File: config.mk
export PLATFORM = sky130hd
export DESIGN_NAME = dll_ram
export DESIGN_NICKNAME = d
export VERILOG_FILES = /design/src/hdl/dll_ram.sv
export SDC_FILE = /design/constraint.sdc
export NUM_CORES = 2
export LEC_CHECK = 0
export BUFFER_PORTS_ARGS = -buffer_cell sky130_fd_sc_hd__buf_2
export CORE_ASPECT_RATIO = 1.1
export CORE_UTILIZATION = 45
export CTS_BUF_LIST = sky130_fd_sc_hd__clkbuf_8
export DETAILED_ROUTE_END_ITERATION = 8
export GPL_TIMING_DRIVEN = 1
export PLACE_DENSITY = 0.57
export SYNTH_ARGS = -nofsm -noshare
export SYNTH_HDL_FRONTEND = slang
export SYNTH_SLANG_ARGS = --single-unit
File: constraint.sdc
create_clock -name clk -period 4.4 [get_ports clk]
set_input_delay 0.44 -clock clk [delete_from_list [all_inputs] [get_ports clk]]
set_output_delay 0.44 -clock clk [all_outputs]
set_load 0.02 [all_outputs]
File: src/hdl/dll_ram.sv
module dll_ram #(
	parameter int WIDTH = 9,
	parameter int DEPTH = 256
) (
	input  logic                     clk,
	input  logic                     we,
	input  logic [$clog2(DEPTH)-1:0] waddr,
	input  logic [WIDTH-1:0]         wdata,
	input  logic [$clog2(DEPTH)-1:0] raddr,
	output logic [WIDTH-1:0]         rdata
);

	logic [WIDTH-1:0] mem [DEPTH];

	always_ff @(posedge clk) begin
		if (we) begin
			mem[waddr] <= wdata;
		end
		rdata <= mem[raddr];
	end

endmodule

======== Word-level counts from Yosys, hierarchy flattened ========
Memories as Yosys holds them, arrays and structs flattened. A register that Yosys moved wholly into a read port is not among the register bits.
Cells that the tools add are included.
word-level totals
  register bits after elaboration ......... 0
  bits in latches ......................... 0
  memory bits (writable) .................. 2304
  bits in read-only memories .............. 0
  input port bits ......................... 27
  output and inout port bits .............. 9
  logic and storage cells ................. 3
  memories ................................ 1
cells by class
  $add $sub $neg .......................... 0
  multiply operators ...................... 0
  divide/modulo/power cells ............... 0
  $lt $le $gt $ge ......................... 0
  equality and inequality tests ........... 0
  shift operators ......................... 0
  multiplexer cells ....................... 2
  bitwise operators ....................... 0
  reductions and logical operators ........ 0
memories
  name  words  width  rd ports  clocked after memory_dff  wr ports  RTL line  source
  mem   256    9      1         1                         1         13        logic [WIDTH-1:0] mem [DEPTH];
operator list
  operator  count
  $mux 1    2

======== Depth between registers and ports, before layout ========
  depth after elaboration ................. 2
  mapped depth ............................ 11

======== Least setup slack after synthesis ========
Ideal clock, no wire load.
  path type ............................... input -> register
  start point ............................. input waddr[3]
  end point ............................... memory mem[235][0] (enable)
  setup time .............................. 0.374 ns
  arrival time ............................ 1.927 ns
  required time ........................... 4.026 ns
  slack ................................... 2.099 ns
  stages on the path ...................... 6
  path buffers ............................ 3
  cell sequence ........................... clkbuf_1 -> nor2b_1 -> clkbuf_1 -> nand4_1 -> clkbuf_1 -> nor2_1
RTL lines
  what         RTL line  source
  from (decl)  7         input logic [$clog2(DEPTH)-1:0] waddr,
  to (decl)    13
Straight into the memory's write port.

==> out/summary.md <==
* overall die area: 200000 µm²
* max-slew violation count: 0
* standard-cell row count: 171
* maximum level of the CTS H-tree: 5
* Synth Instances: 4237
* Post-DP HPWL: 143 mm
* overall global routing resource usage: 23.5%
* top post-synthesis cells by area: sky130_fd_sc_hd__edfxtp_1 (77%), sky130_fd_sc_hd__mux4_2 (12%), sky130_fd_sc_hd__mux2i_1 (2.0%)
* WP data arrival: 4.21 ns
* syn_nets: 4264
* number of antenna violations at the first check in global routing: 18
* required time at the worst-slack endpoint: 5.29 ns
* crit-path cells: buf_8, buf_12, buf_4, buf_4, mux4_2, a22oi_1, a21oi_1, nor4_1, nor4_1
* floorplan die height: 469 µm
* vias in the first global route: 45500
* worst hold path type: in2reg
* DR pass1 iterations: 7
* IO buf count: 35
* iteration-0 DRC count of the detailed router: 4552
* distinct cell type count after synthesis: 57
* number of maximum-capacitance constraint violations: 0
* RSZ-0062 raised after global routing: no
* Slew Limit Headroom: 11.0%
* final std cell area, no fill: 100000 µm²
* family of cells with the greatest summed delay on the critical path: buffers and inverters
* DR vias/cell: 5.95
* die width: 427 µm
* total of endpoints with negative setup slack in the final report: 0
* number of flip-flops and latches in the synthesized netlist: 2313
* Worst path slowest cell: sky130_fd_sc_hd__nor4_1
* clock tree from TritonCTS: done
* post-synthesis sequential area ratio: 77.7%
* top-count cell post-synth: sky130_fd_sc_hd__edfxtp_1
* final wirelength: 235 mm
* Core Area: 197000 µm²
* VDD IR max: 0.000339 V
* number of cells on the critical path: 9
* average instance area after synthesis: 21.1 µm²
* Primary FF master, synth: sky130_fd_sc_hd__edfxtp_1
* proportion of layout cells with a drive suffix above 1: 25.0%
* CP endpoint kind: flip-flop
* number of instances on the worst hold path: 4
* Post-Route Skew: 0.0738 ns
* vias after detailed routing: 44700
* post-CTS resize count: 0
* wire length of the first global-routing pass: 333 mm
* post-synth top area cell: sky130_fd_sc_hd__edfxtp_1
* largest net degree at the start of global routing: 174
* area share of the largest cell type after synthesis: 77.5%
* Startpoint Class: primary input
* worst hold margin: 0.126 ns
* total power divided by cell area: 435 nW/µm²
* slew of the pin with the lowest slew margin: 1.32 ns
* share of the clock period used by the worst path: 75.5%
* status: finished clean
* largest incremental delay on the critical path: 1.12 ns
* top-level I/O count: 36
* Hold Violations, Final: 0
* Worst R2R Path Depth: 5
* DRC errors left: 0
* post-CTS setup buffer count: 0
* Worst Setup Slack post-DPL: -0.0524 ns
* area growth from synthesis to layout: 12.2%
* number of synthesized flops with an enable pin: 2304
* number of buffers between clock root and the deepest sink: 4
* Initial Utilization: 45.3%
* wire length per cell: 31.3 µm
* area after detailed placement: 93500 µm²
* sum of overflow across all layers after global routing: 0
* Synth async-reset ratio: 0%
* critical path class: in2reg
* clock tree sinks: 2313
* total of warnings raised by yosys: 0
* highest net fanout along the worst path: 38
* Post-DRT Antenna Nets: 0
* Netlist Area Pre-Place: 89300 µm²
* final critical-path required period: 3.32 ns
* number of clock buffers inserted by TritonCTS: 377
* worst path bufs/invs: 4
* final setup slack of the worst path: 1.08 ns
* leakage power figure: 31.7 nW
* later-pin clock latency in the skew report: 1.06 ns
* maximum clock frequency: 301 MHz
* CTS Root Cell: sky130_fd_sc_hd__clkbuf_8
* clk slew on worst S/H paths: 0.06 ns
* ranking of synthesized cells by instance count: sky130_fd_sc_hd__edfxtp_1 (2304), sky130_fd_sc_hd__mux4_2 (467), sky130_fd_sc_hd__nor2_1 (305), sky130_fd_sc_hd__mux2i_1 (177), sky130_fd_sc_hd__a22oi_1 (174)
* routability-driven placement congestion ratio: 0.840
* number of nets in the finished design: 4671
[worst min-delay path, cell delays in order]
cell	delay [ns]
sky130_fd_sc_hd__buf_2	0.16
sky130_fd_sc_hd__nand3_1	0.15
sky130_fd_sc_hd__nor2_1	0.06
sky130_fd_sc_hd__buf_4	0.18
[worst paths after layout]
check	start	end	slack, ns
setup / recovery	raddr[0]	rdata[5]	1.08
hold / removal	waddr[2]	mem[205][5]	0.13
hold reg to reg	mem[38][2]	rdata[2]	1.01
setup reg to reg	mem[26][5]	rdata[5]	1.55
[placed cells by master, fill, tap and decap left out, types with 31 or more instances in the layout]
| master | netlist | layout |
|---|---|---|
| sky130_fd_sc_hd__a21oi_1 | 98 | 98 |
| sky130_fd_sc_hd__o221ai_1 | 35 | 35 |
| sky130_fd_sc_hd__mux4_2 | 467 | 467 |
| sky130_fd_sc_hd__edfxtp_1 | 2304 | 2304 |
| sky130_fd_sc_hd__o22ai_1 | 65 | 65 |
| sky130_fd_sc_hd__nand2_1 | 40 | 39 |
| sky130_fd_sc_hd__clkbuf_8 | 0 | 384 |
| sky130_fd_sc_hd__clkinv_1 | 1 | 83 |
| sky130_fd_sc_hd__a22oi_1 | 174 | 174 |
| sky130_fd_sc_hd__buf_4 | 28 | 218 |
| sky130_fd_sc_hd__o21ai_0 | 31 | 31 |
| sky130_fd_sc_hd__mux2i_1 | 177 | 177 |
| sky130_fd_sc_hd__inv_1 | 1 | 109 |
| sky130_fd_sc_hd__clkinv_2 | 0 | 45 |
| sky130_fd_sc_hd__nand3_1 | 31 | 31 |
| sky130_fd_sc_hd__nor2_1 | 305 | 303 |
[power breakdown]
part | total, mW | switching [mW] | internal [mW] | leakage, nW
sequential | 24.4 | 0.0601 | 24.3 | 20.8
combinational | 2.28 | 1.52 | 0.763 | 7.06
clock | 17.0 | 8.28 | 8.69 | 3.82
total | 43.6 | 9.86 | 33.8 | 31.7
[per-layer routing]
layer | vias up | track usage, % | share of wire, %
li1 | 18600 | - | -
met1 | 23800 | 31.8 | 41
met2 | 1808 | 37.6 | 48
met3 | 398 | 5.07 | 7.4
met4 | 14 | 9.13 | 3.7
met5 | - | 0 | 0.041
[state kept, by name (all words and copies together), names as in the netlist]
| signal | flops |
|---|---|
| mem | 2304 |
| rdata | 9 |
[area by class of cell]
cell class	count	area, µm²
Clock inverter	250	1310
Tap cell	2595	3250
Timing Repair Buffer	287	2530
Multi-Input combinational cell	1663	18400
Antenna cell	10	25.0
Sequential cell	2313	69400
Fill cell	15900	97100
Clock buffer	384	5290
Inverter	2	7.51
[logic make-up after synthesis]
logic type	Yosys count	share of synthesized area, %
flops	2313	77.7
mux	674	14.3
simple gates	500	2.50
compound gates	489	3.75
buf+inv	261	1.75
[timing repair]
action,CTS,global route
setup endpoints to repair,0,0
hold buffers,9,0
endpoints found under the hold margin,571,0
[stage by stage]
stage               power, mW  TNS, ns  cells  util, %
finish                   43.6        0   7504     50.8
global route             44.9        0   7498     50.8
CTS                      44.0        0   7494     50.8
detailed placement       27.1  -0.0524   6851     47.4
global placement         27.1   -0.101   6851     47.4
floorplan                25.9        0   4237        -
(Power assumes the default switching activity.)
